<file path="src/hdl/efc_pkg.sv">
`timescale 1ns / 1ps
// Shared types and constants for the elevator floor controller.
// No dependencies; imported by every module of the block.
package efc_pkg;

  localparam int FLOORS_DEF      = 4;
  localparam int FLOOR_W         = 4;
  localparam int MASK_W          = 16;
  localparam int TICK_W          = 16;
  localparam logic [TICK_W-1:0] BLINK_TICKS_RST = 16'd500;

  localparam int IN_DATA_W  = 40;
  localparam int IN_USER_W  = 2;
  localparam int OUT_DATA_W = 24;

  typedef enum logic [1:0] {
    MODE_TICK   = 2'd0,
    MODE_SENSOR = 2'd1,
    MODE_EXEC   = 2'd2,
    MODE_START  = 2'd3
  } mode_t;

  typedef enum logic [1:0] {
    ST_INIT = 2'd0,
    ST_IDLE = 2'd1,
    ST_MOVE = 2'd2,
    ST_STOP = 2'd3
  } ctrl_state_t;

  typedef enum logic [2:0] {
    ARW_NONE   = 3'd0,
    ARW_UP_ON  = 3'd1,
    ARW_UP_OFF = 3'd2,
    ARW_DN_ON  = 3'd3,
    ARW_DN_OFF = 3'd4
  } arrow_t;

  // First member lands in the top bits: state_code ends up at bit 0.
  typedef struct packed {
    arrow_t              arrow_code;
    logic                blink;
    logic                buzzer_pulse;
    logic                motor_up;
    logic                motor_run;
    logic                destination_valid;
    logic [FLOOR_W-1:0]  destination_floor;
    logic                current_known;
    logic [FLOOR_W-1:0]  current_floor;
    ctrl_state_t         state_code;
  } result_t;

  localparam int RESULT_W = $bits(result_t);

endpackage

</file>
<file path="src/hdl/efc_ctrl.sv">
`timescale 1ns / 1ps
// Controller state machine: state registers, blink counter and the
// combinational update that forms one result per transfer. Uses efc_pkg.
module efc_ctrl
  import efc_pkg::*;
#(
  parameter int FLOORS = FLOORS_DEF
) (
  input  logic               clk,
  input  logic               rst_n,
  input  logic               cfg_we,
  input  logic [TICK_W-1:0]  cfg_blink_ticks,
  input  logic               item_fire,
  input  mode_t              item_mode,
  input  logic [FLOOR_W-1:0] item_sensor_floor,
  input  logic [MASK_W-1:0]  item_button_mask,
  input  logic [MASK_W-1:0]  item_sensor_mask,
  output result_t            result
);

  localparam logic [MASK_W-1:0] FLOOR_MASK = MASK_W'((32'd1 << FLOORS) - 32'd1);

  ctrl_state_t        state_r, state_nxt;
  logic [FLOOR_W-1:0] floor_r, floor_nxt;
  logic               known_r, known_nxt;
  logic [FLOOR_W-1:0] target_r, target_nxt;
  logic               tset_r, tset_nxt;
  logic               motor_r, motor_nxt;
  logic               up_r, up_nxt;
  logic               blink_r, blink_nxt;
  logic [TICK_W-1:0]  tick_r, tick_nxt;
  logic [TICK_W-1:0]  blink_ticks_r;

  logic [MASK_W-1:0]  start_bits;
  logic [FLOOR_W-1:0] start_floor;
  logic               start_hit;
  logic [MASK_W-1:0]  exec_bits;
  logic [FLOOR_W-1:0] exec_floor;
  logic               exec_hit;
  logic [TICK_W:0]    tick_inc;
  logic               buzz;
  logic               arrow_up;

  // Lowest blocked floor for start.
  always_comb begin
    start_bits  = item_sensor_mask & FLOOR_MASK;
    start_floor = '0;
    start_hit   = 1'b0;
    for (int i = MASK_W - 1; i >= 0; i--) begin
      if (start_bits[i]) begin
        start_floor = FLOOR_W'(i);
        start_hit   = 1'b1;
      end
    end
  end

  // Highest pushed floor other than the known current one.
  always_comb begin
    exec_bits = item_button_mask & FLOOR_MASK;
    if (known_r) begin
      exec_bits = exec_bits & ~(MASK_W'(1) << floor_r);
    end
    exec_floor = '0;
    exec_hit   = 1'b0;
    for (int i = 0; i < MASK_W; i++) begin
      if (exec_bits[i]) begin
        exec_floor = FLOOR_W'(i);
        exec_hit   = 1'b1;
      end
    end
  end

  assign tick_inc = {1'b0, tick_r} + (TICK_W+1)'(1);

  always_comb begin
    state_nxt  = state_r;
    floor_nxt  = floor_r;
    known_nxt  = known_r;
    target_nxt = target_r;
    tset_nxt   = tset_r;
    motor_nxt  = motor_r;
    up_nxt     = up_r;
    blink_nxt  = blink_r;
    tick_nxt   = tick_r;
    buzz       = 1'b0;
    unique case (item_mode)
      MODE_TICK: begin
        if (state_r == ST_MOVE) begin
          if (tick_inc >= {1'b0, blink_ticks_r}) begin
            tick_nxt  = '0;
            blink_nxt = ~blink_r;
          end else begin
            tick_nxt = tick_inc[TICK_W-1:0];
          end
        end
      end
      MODE_SENSOR: begin
        if (32'(item_sensor_floor) < FLOORS) begin
          floor_nxt = item_sensor_floor;
          known_nxt = 1'b1;
          if (tset_r && target_r == item_sensor_floor) begin
            motor_nxt  = 1'b0;
            tset_nxt   = 1'b0;
            target_nxt = '0;
            state_nxt  = ST_STOP;
          end
        end
      end
      MODE_EXEC: begin
        if (state_r == ST_STOP) begin
          state_nxt = ST_IDLE;
          buzz      = 1'b1;
        end else if (state_r == ST_IDLE && exec_hit) begin
          target_nxt = exec_floor;
          tset_nxt   = 1'b1;
          up_nxt     = !known_r || exec_floor > floor_r;
          motor_nxt  = 1'b1;
          state_nxt  = ST_MOVE;
        end
      end
      MODE_START: begin
        floor_nxt  = start_floor;
        known_nxt  = start_hit;
        target_nxt = '0;
        if (start_hit && start_floor == '0) begin
          state_nxt = ST_IDLE;
          tset_nxt  = 1'b0;
          motor_nxt = 1'b0;
        end else begin
          // home downward toward floor 0
          state_nxt = ST_INIT;
          tset_nxt  = 1'b1;
          up_nxt    = 1'b0;
          motor_nxt = 1'b1;
        end
      end
      default: ;
    endcase
  end

  // Result reflects the state after this transfer.
  always_comb begin
    arrow_up                 = tset_nxt && (!known_nxt || target_nxt > floor_nxt);
    result.state_code        = state_nxt;
    result.current_floor     = known_nxt ? floor_nxt : '0;
    result.current_known     = known_nxt;
    result.destination_floor = tset_nxt ? target_nxt : '0;
    result.destination_valid = tset_nxt;
    result.motor_run         = motor_nxt;
    result.motor_up          = up_nxt;
    result.buzzer_pulse      = buzz;
    result.blink             = blink_nxt;
    if (state_nxt != ST_MOVE) begin
      result.arrow_code = ARW_NONE;
    end else if (arrow_up) begin
      result.arrow_code = blink_nxt ? ARW_UP_ON : ARW_UP_OFF;
    end else begin
      result.arrow_code = blink_nxt ? ARW_DN_ON : ARW_DN_OFF;
    end
  end

  always_ff @(posedge clk) begin
    if (!rst_n) begin
      state_r  <= ST_INIT;
      floor_r  <= '0;
      known_r  <= 1'b0;
      target_r <= '0;
      tset_r   <= 1'b0;
      motor_r  <= 1'b0;
      up_r     <= 1'b0;
      blink_r  <= 1'b0;
      tick_r   <= '0;
    end else if (item_fire) begin
      state_r  <= state_nxt;
      floor_r  <= floor_nxt;
      known_r  <= known_nxt;
      target_r <= target_nxt;
      tset_r   <= tset_nxt;
      motor_r  <= motor_nxt;
      up_r     <= up_nxt;
      blink_r  <= blink_nxt;
      tick_r   <= tick_nxt;
    end
  end

  always_ff @(posedge clk) begin
    if (!rst_n) begin
      blink_ticks_r <= BLINK_TICKS_RST;
    end else if (cfg_we) begin
      blink_ticks_r <= cfg_blink_ticks;
    end
  end

  // Idle and stop never drive the motor.
  a_rest_motor_off: assert property (@(posedge clk) disable iff (!rst_n)
    (state_r == ST_IDLE || state_r == ST_STOP) |-> !motor_r)
    else $error("motor driven while at rest");

  // Idle never holds a destination.
  a_idle_no_target: assert property (@(posedge clk) disable iff (!rst_n)
    (state_r == ST_IDLE) |-> !tset_r)
    else $error("destination held in idle");

  // Counter stays cleared outside move unless a move was left mid-count.
  a_tick_only_move: assert property (@(posedge clk) disable iff (!rst_n)
    (item_fire && item_mode == MODE_TICK && state_r != ST_MOVE) |=>
      $stable(tick_r) && $stable(blink_r))
    else $error("blink counter advanced outside move");

endmodule

</file>
<file path="src/hdl/efc_out_reg.sv">
`timescale 1ns / 1ps
// Result register: holds one result until the downstream side takes it and
// accepts a new one in the same cycle. Uses efc_pkg for result_t.
module efc_out_reg
  import efc_pkg::*;
(
  input  logic    clk,
  input  logic    rst_n,
  input  logic    load,
  input  result_t load_data,
  input  logic    take,
  output logic    room,
  output logic    vld,
  output result_t data
);

  logic    vld_r, vld_nxt;
  result_t data_r;

  assign room = !vld_r || take;

  always_comb begin
    vld_nxt = vld_r;
    if (load) begin
      vld_nxt = 1'b1;
    end else if (take) begin
      vld_nxt = 1'b0;
    end
  end

  always_ff @(posedge clk) begin
    if (!rst_n) begin
      vld_r <= 1'b0;
    end else begin
      vld_r <= vld_nxt;
    end
  end

  always_ff @(posedge clk) begin
    if (load) begin
      data_r <= load_data;
    end
  end

  assign vld  = vld_r;
  assign data = data_r;

  // A load only happens when the slot is free or draining.
  a_no_overwrite: assert property (@(posedge clk) disable iff (!rst_n)
    load |-> (!vld_r || take))
    else $error("result overwritten before transfer");

  // Held result stays put while not taken.
  a_hold: assert property (@(posedge clk) disable iff (!rst_n)
    (vld_r && !take && !load) |=> vld_r && $stable(data_r))
    else $error("held result changed");

endmodule

</file>
<file path="src/hdl/elevator_floor_controller.sv">
`timescale 1ns / 1ps
// Elevator floor controller. Every input transfer (tick, floor sensor, execute
// with buttons, start with sensors) yields exactly one result transfer with the
// motor controls, floors, state and arrow code after that item. The state update
// is a single combinational pass into a result register, so a new item is taken
// every cycle while the result register is empty or being drained, and its result
// is offered the cycle after. A waiting result with out_tready low holds in_tready
// low. The blink period is written through the cfg port (reset 500 ticks); the user
// must write it only while the block is idle, as the block does not enforce this.
// Depends on efc_pkg, efc_ctrl and efc_out_reg.
module elevator_floor_controller
  import efc_pkg::*;
#(
  parameter int FLOORS = FLOORS_DEF
) (
  input  logic                  clk,
  input  logic                  rst_n,
  input  logic                  in_tvalid,
  output logic                  in_tready,
  // [3:0] sensor_floor, [19:4] button_mask, [35:20] sensor_mask, [39:36] zero
  input  logic [IN_DATA_W-1:0]  in_tdata,
  // [1:0] mode
  input  logic [IN_USER_W-1:0]  in_tuser,
  output logic                  out_tvalid,
  input  logic                  out_tready,
  // [1:0] state_code, [5:2] current_floor, [6] current_known,
  // [10:7] destination_floor, [11] destination_valid, [12] motor_run,
  // [13] motor_up, [14] buzzer_pulse, [15] blink, [18:16] arrow_code, [23:19] zero
  output logic [OUT_DATA_W-1:0] out_tdata,
  input  logic                  cfg_valid,
  output logic                  cfg_ready,
  input  logic [TICK_W-1:0]     cfg_data
);

  logic    in_fire;
  logic    room;
  result_t step_res;
  result_t held_res;

  assign cfg_ready = 1'b1;
  assign in_tready = room;
  assign in_fire   = in_tvalid && in_tready;

  efc_ctrl #(
    .FLOORS(FLOORS)
  ) u_ctrl (
    .clk              (clk),
    .rst_n            (rst_n),
    .cfg_we           (cfg_valid && cfg_ready),
    .cfg_blink_ticks  (cfg_data),
    .item_fire        (in_fire),
    .item_mode        (mode_t'(in_tuser)),
    .item_sensor_floor(in_tdata[3:0]),
    .item_button_mask (in_tdata[19:4]),
    .item_sensor_mask (in_tdata[35:20]),
    .result           (step_res)
  );

  efc_out_reg u_out (
    .clk      (clk),
    .rst_n    (rst_n),
    .load     (in_fire),
    .load_data(step_res),
    .take     (out_tready),
    .room     (room),
    .vld      (out_tvalid),
    .data     (held_res)
  );

  assign out_tdata = {(OUT_DATA_W - RESULT_W)'(0), held_res};

  // Stalled input only while a result waits.
  a_stall_cause: assert property (@(posedge clk) disable iff (!rst_n)
    !in_tready |-> (out_tvalid && !out_tready))
    else $error("input stalled without pending result");

  // Arrow shows only while moving.
  a_arrow_move: assert property (@(posedge clk) disable iff (!rst_n)
    (out_tvalid && held_res.state_code != ST_MOVE) |-> held_res.arrow_code == ARW_NONE)
    else $error("arrow shown outside move");

  // Buzzer pulses only on the return to idle.
  a_buzz_idle: assert property (@(posedge clk) disable iff (!rst_n)
    (out_tvalid && held_res.buzzer_pulse) |-> held_res.state_code == ST_IDLE)
    else $error("buzzer outside return to idle");

endmodule

</file>
<file path="config.mk">
export PLATFORM = sky130hd
export DESIGN_NAME = elevator_floor_controller
export DESIGN_NICKNAME = d
export VERILOG_FILES = /design/src/hdl/efc_pkg.sv /design/src/hdl/efc_ctrl.sv /design/src/hdl/efc_out_reg.sv /design/src/hdl/elevator_floor_controller.sv
export SDC_FILE = /design/constraint.sdc
export NUM_CORES = 1
export LEC_CHECK = 0
export ABC_AREA = 1
export BUFFER_PORTS_ARGS = -buffer_cell sky130_fd_sc_hd__clkbuf_2
export CAP_MARGIN = 25
export CORE_MARGIN = 3
export CORE_UTILIZATION = 50
export DETAILED_ROUTE_END_ITERATION = 12
export PLACE_DENSITY = 0.81
export SYNTH_ARGS = -nofsm -noshare
export SYNTH_HDL_FRONTEND = slang
export SYNTH_SLANG_ARGS = --single-unit
</file>
<file path="constraint.sdc">
create_clock -name clk -period 3.4 [get_ports clk]
set_clock_uncertainty 0.2 [all_clocks]
set_input_delay 0.17 -clock clk [delete_from_list [all_inputs] [get_ports clk]]
set_output_delay 0.17 -clock clk [all_outputs]
set_load 0.01 [all_outputs]
</file>
==> results.sh <==
export IMPL_status="finished, final reports clean"
export IMPL_firstDrtPassIters=4
export IMPL_die_h_microns=93.25
export IMPL_p_leak_nw=2.329
export IMPL_grt_pass1_vias=3405
export IMPL_holdWs_ns=0.03167
export IMPL_setup_tns_ns=0
export IMPL_synth_cell_types=38
export IMPL_drv_cap=0
export IMPL_routabilityCongestion=0.8923
export IMPL_drtIter0Drc=187
export IMPL_seq_area_frac_synth_pct=40.24
export IMPL_cts_tree="built"
export IMPL_nNetsFinal=671
export IMPL_grt_pass1_wl_microns=14790
export IMPL_cts_made_buffers=9
export IMPL_synth_top_cell_area_share_pct=25.25
export IMPL_setup_viol=0
export IMPL_timing_rr_start="u_ctrl.tick_r[0]"
export IMPL_worstPathArrival_ns=3.08
export IMPL_rsz0062_at_grt="false"
export IMPL_avgRoutedWirePerCell_microns=12.48
export IMPL_clock_root_buffer="clkbuf_8"
export IMPL_cp_cell_sequence="inv_1 > nor2_2 > nand3_2 > nor2_4 > nand2_4 > nor2_4 > nand2_4 > nor2_4 > xor2_2 > ha_1 > nand2_1 > nor2_1 > and3_1 > a21boi_1 > nand3_2 > nand2_1 > nand2_1 > nand2_2 > inv_2 > nand3_1 > nand2_1"
export IMPL_grt_usage_pct=21.32
export IMPL_final_antenna_net_count=0
export IMPL_io_pins=90
export IMPL_r2r_setup_slack_ns=0.23
export IMPL_min_from="cfg_valid"
export IMPL_dpl_hpwl_microns=6041
export IMPL_die_area_sq_um=8696
export IMPL_holdPathEnd="u_ctrl.blink_ticks_r[8]"
export IMPL_ys_seq_elements=67
export IMPL_antenna_found_initial=0
export IMPL_synth_area_leader_cell="dfxtp_1"
export IMPL_viasPerCell=5.074
export IMPL_cts_buffer_depth=2
export IMPL_rows=31
export IMPL_synth_simple_gate_area_share_pct=23.54
export IMPL_syn_area_per_cell_sq_um=7.463
export IMPL_start_util_pct=51.92
export IMPL_yosys_most_used_dff="dfxtp_1"
export IMPL_r2r_end="u_out.data[17]"
export IMPL_synthToLayoutAreaGrowth_pct=20.09
export IMPL_clk_pin_slew_ns=0.07
export IMPL_synth_fa_ha_area_share_pct=7.561
export IMPL_drc_errors=0
export IMPL_register_area_sq_um=1534
export IMPL_cp_start_kind="register"
export IMPL_fillers=636
export IMPL_ys_warn_count=0
export IMPL_ys_top_cells_by_area="dfxtp_1 (25%), edfxtp_1 (15%), nand2_1 (11%)"
export IMPL_grt_max_degree=33
export IMPL_worst_pin_slew_ns=0.5396
export IMPL_htree_levels=3
export IMPL_crit_type="reg -> reg"
export IMPL_max_freq_ghz=0.3152
export IMPL_clock_sinks=67
export IMPL_insertion_delay_ns=0.35
export IMPL_synth_cell_area_sq_um=3806
export IMPL_synthXorXnorAreaFrac_pct=3.189
export IMPL_critical_path_required_ns=3.31
export IMPL_grt_ovfl_total=0
export IMPL_slew_headroom_pct=63.98
export IMPL_synthCells=510
export IMPL_p_per_area_nw_per_um2=414.8
export IMPL_synth_compound_area_share_pct=14.14
export IMPL_synth_area_mux_share_pct=0
export IMPL_hold_viol=0
export IMPL_core_area_sq_um=7331
export IMPL_slowest_delay_ns=0.36
export IMPL_maxSlewViolCount=0
export IMPL_crit_path_end_kind="register"
export IMPL_totalWireLength_microns=8602
export IMPL_port_buffers=55
export IMPL_period_needed_ns=3.173
export IMPL_dr_total_vias=3496
export IMPL_async_flop_share_pct=0
export IMPL_ir_drop_mv=0.2300
export IMPL_period_share_pct=93.31
export IMPL_r2r_cells=21
export IMPL_worstHoldPathType="in -> reg"
export IMPL_multi_input_area_sq_um=1877
export IMPL_layout_drive_gt1_share_pct=18.14
export IMPL_diodes=0
export IMPL_synth_edff_count=19
export IMPL_die_w_microns=93.25
export IMPL_synth_top_family_by_area="simple AND/OR/NAND/NOR gates"
export IMPL_worst_path_most_repeated_cell="nand2_1"
export IMPL_cp_max_fo=5
export IMPL_slowest_stage="dfxtp_2"
export IMPL_holdPathStages=2
-- area by class of cell --
type	count	area share [%]
multi-input cells	343	41.06
flip-flops and latches	67	33.56
repair buffers	77	10.57
inverters	87	7.145
clock buffers	11	3.312
well taps	99	2.710
clock inverters	5	1.642
-- logic make-up after synthesis --
family                   count (synthesis)
AND/OR/NAND/NOR                        201
AO/OA/AOI/OAI                          100
buffers and inverters                  104
flip-flops                              67
other                                    2
adder cells (fa/ha/maj)                 23
XOR/XNOR                                13
-- synth_stat cells, drive strengths merged, types with 2 or more instances --
| library cell | count |
|---|---|
| a21oi | 55 |
| buf | 10 |
| clkbuf | 7 |
| conb | 2 |
| dfxtp | 48 |
| edfxtp | 19 |
| ha | 23 |
| inv | 87 |
| nand2 | 122 |
| nand3 | 25 |
| nand4 | 5 |
| nor2 | 46 |
| nor3 | 2 |
| o211ai | 2 |
| o21ai | 35 |
| xnor2 | 7 |
| xor2 | 6 |
-- flip-flops by register name, summed over array words and instances, names as in the netlist --
signal                count
u_out.data               19
u_ctrl.blink_ticks_r     16
u_ctrl.tick_r            16
u_ctrl.floor_r            4
u_ctrl.target_r           4
u_ctrl.state_r            2
u_ctrl.blink_r            1
u_ctrl.known_r            1
u_ctrl.motor_r            1
u_ctrl.tset_r             1
u_ctrl.up_r               1
u_out.vld                 1
-- report_power, final --
group,switching [W],internal [W]
sequential,0.0000164,0.000865
combinational,0.000164,0.0000959
clock,0.000307,0.000448
-- critical path: cells and delay by family (launching register included) --
family,cells,cell delay [ns]
AND/OR/NAND/NOR,16,1.62
flip-flops,1,0.36
adder cells (fa/ha/maj),1,0.27
AO/OA/AOI/OAI,1,0.17
XOR/XNOR,1,0.18
buffers and inverters,2,0.11
-- metrics by stage --
step	util, %	total power (W)	worst slack (ns)	cells	area, sq um
after floorplan	-	0.001062	0.4908	514	3821
after global placement	56.44	0.001130	0.2066	653	4138
after detailed placement	56.44	0.001138	0.1306	653	4138
after CTS	61.85	0.001904	0.1065	686	4534
after global routing	62.35	0.001983	0.006364	689	4571
final	62.35	0.001896	0.2274	689	4571
-- cell usage in the layout (no fill, tap or decap), drive strengths merged, types with 7 or more instances in the layout --
cell           n
a21oi         55
clkbuf        66
dfxtp         48
dlygate4sd3   17
edfxtp        19
ha            23
inv           87
nand2        122
nand3         25
nor2          46
o21ai         35
xnor2          7
-- layer usage --
layer	wire length [microns]	GRT usage [%]	vias to the layer above	share of wire (%)
met2	4299	36.81	116	50
met3	494	4.907	30	5.7
met5	0	0	-	0
met4	315	10.62	0	3.7
met1	3492	24.61	1573	41
li1	-	-	1777	-
-- how the worst max path moves through the flow --
stage	to	slack [ns]	startpoint	depth (start not counted)
after CTS	u_ctrl.tick_r[11]	0.11	u_ctrl.tick_r[0]	18
after detailed placement	u_ctrl.tick_r[11]	0.13	u_ctrl.tick_r[0]	18
after floorplan	u_out.data[17]	0.49	u_ctrl.tick_r[0]	21
final	u_out.data[17]	0.23	u_ctrl.tick_r[0]	21
after global routing	u_out.data[17]	0.006	u_ctrl.tick_r[0]	22
after global placement	u_ctrl.tick_r[14]	0.21	u_ctrl.tick_r[0]	15
-- timing repair --
action,in CTS,in global routing
gates resized for setup,0,6
hold buffers,17,0
endpoints found under the setup margin,0,20
buffers inserted,0,3
endpoints found under the hold margin,17,0
(Power assumes the default switching activity.)
